$ cat src/sv/ffe_ram.sv
// Generic RAM: one write port, two registered read ports
module ffe_ram #(
    parameter int WIDTH = 8,
    parameter int DEPTH = 256
) (
    input  logic                     i_clk,
    input  logic                     i_we,
    input  logic [$clog2(DEPTH)-1:0] i_waddr,
    input  logic [WIDTH-1:0]         i_wdata,
    input  logic                     i_re_a,
    input  logic [$clog2(DEPTH)-1:0] i_raddr_a,
    output logic [WIDTH-1:0]         o_rdata_a,
    input  logic                     i_re_b,
    input  logic [$clog2(DEPTH)-1:0] i_raddr_b,
    output logic [WIDTH-1:0]         o_rdata_b
);

    logic [WIDTH-1:0] r_mem [DEPTH];
    logic [WIDTH-1:0] r_rdata_a;
    logic [WIDTH-1:0] r_rdata_b;

    always_ff @(posedge i_clk) begin
        if (i_we) begin
            r_mem[i_waddr] <= i_wdata;
        end
        if (i_re_a) begin
            r_rdata_a <= r_mem[i_raddr_a];
        end
        if (i_re_b) begin
            r_rdata_b <= r_mem[i_raddr_b];
        end
    end

    assign o_rdata_a = r_rdata_a;
    assign o_rdata_b = r_rdata_b;

endmodule

$ cat config.mk
export PLATFORM = sky130hd
export DESIGN_NAME = ffe_ram
export DESIGN_NICKNAME = d
export VERILOG_FILES = /design/src/sv/ffe_ram.sv
export SDC_FILE = /design/constraint.sdc
export NUM_CORES = 2
export LEC_CHECK = 0
export BUFFER_PORTS_ARGS = -buffer_cell sky130_fd_sc_hd__buf_2
export CAP_MARGIN = 40
export CORE_MARGIN = 4
export CORE_UTILIZATION = 45
export CTS_BUF_LIST = sky130_fd_sc_hd__clkbuf_16
export DETAILED_ROUTE_END_ITERATION = 8
export GPL_ROUTABILITY_DRIVEN = 0
export MAX_ROUTING_LAYER = met4
export PLACE_DENSITY = 0.7
export SYNTH_ARGS = -nofsm -noshare
export SYNTH_HDL_FRONTEND = slang
export SYNTH_SLANG_ARGS = --single-unit
export TNS_END_PERCENT = 5
$ cat constraint.sdc
create_clock -name i_clk -period 3.2 [get_ports i_clk]
set_input_delay 0.32 -clock i_clk [delete_from_list [all_inputs] [get_ports i_clk]]
set_output_delay 0.32 -clock i_clk [all_outputs]
set_load 0.005 [all_outputs]
==> qor.yml <==
status: "completed"
grt_pass1_vias: 57711
antenna_found_initial: 17
nets: 5519
routedWlPerCell_microns: 35.8
synth_top_area_share: 0.638
firstDrtPassIters: 9
fill_cells: 16358
pin_count: 52
cts.sinks: 2064
finalHoldViolCount: 0
synth.distinct_cells: 64
cts_buffer_depth: 3
wl_microns: 305000
postPlaceCellArea_sq_um: 105000
netlist_area_sq_um: 97100
area_growth_pct: 15.9
clk_pin_slew_ns: 0.06
ir_drop_uv: 500
drtIter0Drc: 9193
viasPerCell: 6.84
grt.busiest_layer: "met2"
cts_tree: "done"
synth_warnings: 0
fin_cells: 8521
cp-end-kind: "flip-flop"
crit_arrival_ns: 3.64
leakage_nw: 36.6
rows: 170
cts-htree-levels: 4
rsz0062_at_grt: "false"
synthArstFlopShare: 0
core_sq_um: 215000
yosysMostFrequentCell: "edfxtp_1"
yosysSeqAreaShare: 0.638
synth-edff-count: 2064
route.detailed.drc: 0
synth_fp_nets: 4883
grt_pass1_wl_microns: 432000
dp.cells: 8105
power_density_nw_per_um2: 535
syn_avg_cell_area_sq_um: 20.0
dr_total_vias: 58296
drv_cap: 0
use_met1: 0.365
worstSkewPairLatency_ns: 0.90
finalInstanceArea_sq_um: 113000
cts_root_buffer: "clkbuf_16"
die_h_microns: 473
design.die.area_sq_um: 223000
synth_common_cells: "2,064 x edfxtp_1, 1,051 x mux4_2, 298 x nor2_1"
drive_gt1_frac: 0.394
die_x_microns: 473
met3_usage: 0.0736
ant_nets: 0
cp-endpoint: "o_rdata_a[4]"
grt_overflow: 0
fmax_mhz: 332
skew_ns: 0.0596
fin_crit_sh: 0.943
min-delay-start: "i_wdata[7]"
hold_slack_ns: 0.0745
cts_made_buffers: 209
synth.area.top_cells: "edfxtp_1 64%, mux4_2 24%, mux2i_1 2.4%"
crit_start: "r_mem[95][4]"
start_util: 0.453
worstPathMaxFanout: 2
ff2ff_path_depth: 8
hpwl_microns: 207000
r2r_start: "r_mem[95][4]"
synth_seq_cells: 2064
use_met2: 0.412
synth_ff_type: "edfxtp_1"
synth_area_leader_cell: "edfxtp_1"
start_kind: "flip-flop"
register_area_sq_um: 62000
worst_slew_pin_slew_ns: 0.993
slew_headroom: 0.335
port_buffers: 51
dp_slack_ns: -0.459
layout_setup_ws_ns: 0.184
grt_use_total: 0.280
slew_violations: 0
rrSetupSlack_ns: 0.18
cts_setup_buffers: 0
fin_crit_ns: 3.02
worstSetupPathType: "flip-flop to flip-flop"
required_ns: 3.82
grt_max_degree: 111
synth_cells: 4847
multi_input_comb_area_sq_um: 32500
r2r_end: "o_rdata_a[4]"
hold_class: "input port to flip-flop"
setup_violations: 0
==> layer usage <==
metal	share of wire	routed length, microns	vias up
met3	0.13	39000	791
li1	-	-	22371
met5	0	0	-
met4	0.059	17900	0
met1	0.36	108000	30616
met2	0.46	140000	4518
==> worst max-delay path, stage by stage (launching register included) <==
cell and delay, ns:
edfxtp_1 0.40, mux4_2 0.50, a22o_1 0.28, a221oi_1 0.31, buf_4 0.19, o32ai_1 0.14
nor3_1 0.63, buf_4 0.25, nor4_1 0.06
==> sequential cells by signal, summed over array words and instances, names as in the netlist <==
name       flops
o_rdata_b      8
r_mem       2048
o_rdata_a      8
==> through the flow <==
stage | TNS, ns | total power [W] | util
2_1_floorplan | 0 | 0.0334 | -
3_3_place_gp | -2.02 | 0.0358 | 0.491
3_5_place_dp | -2.08 | 0.0359 | 0.492
4_1_cts | 0 | 0.0604 | 0.524
5_1_grt | 0 | 0.0618 | 0.524
6_report | 0 | 0.0602 | 0.525
==> kinds of logic (layout without fill, tap and decap cells) <==
family / Yosys count / after routing / share of synthesized area
DFF: 2064 / 2064 / 0.638
other: 0 / 21 / 0
buffers and inverters: 401 / 1216 / 0.0273
AOI/OAI and AO/OA: 466 / 466 / 0.0353
and+or+nand+nor: 591 / 591 / 0.0269
muxes: 1325 / 1325 / 0.272
==> cell usage in the layout (no fill, tap or decap), types with 7 or more instances in the layout <==
cell,count
mux4_2,1051
a21oi_1,79
buf_12,104
clkinv_2,43
nand4_1,13
bufinv_16,26
o211ai_1,13
a2bb2oi_1,9
buf_2,34
o31ai_1,11
a22oi_1,62
clkinv_1,53
o21ai_0,34
nor2b_1,27
buf_4,663
o221ai_1,65
nor2_1,298
nand3_1,52
clkinv_16,7
mux2_2,38
diode_2,21
and2_1,12
a22o_1,22
nand2_1,114
clkbuf_8,9
inv_1,33
clkinvlp_4,8
nor4_1,7
clkbuf_16,209
o22ai_1,48
mux2i_1,236
nor3_1,21
edfxtp_1,2064
a221o_1,10
nor3b_1,7
a221oi_1,32
a211oi_1,28
nand2b_1,10
==> final cells by class <==
type | instances | area share
timing repair buffer | 820 | 0.0664
multi-input combinational | 2382 | 0.289
tap | 2838 | 0.0315
clock buffer | 209 | 0.0465
antenna | 21 | 0.000467
clock inverter | 181 | 0.0156
sequential | 2064 | 0.551
inverter | 6 | 0.000233
==> where the power goes <==
group / leakage (nW) / total [W] / internal [W] / switching [W]
combinational: 14.5 / 0.00550 / 0.00232 / 0.00318
clock: 3.52 / 0.0248 / 0.0141 / 0.0107
sequential: 18.6 / 0.0299 / 0.0298 / 0.0000954
==> timing repair <==
action	CTS	global route
hold endpoints to repair	17	0
hold buffers	4	0
resized for setup	0	0
==> worst min path at each step <==
stage / to / slack, ns / cells past startpoint
after floorplan: r_mem[0][0] / 0.42 / 0
after global placement: o_rdata_a[5] / 0.81 / 1
after detailed placement: o_rdata_a[5] / 0.81 / 1
after CTS: r_mem[173][6] / 0.03 / 3
after global routing: r_mem[7][7] / 0.07 / 1
final: r_mem[47][7] / 0.07 / 1
Power figures use the tool's default switching activity.
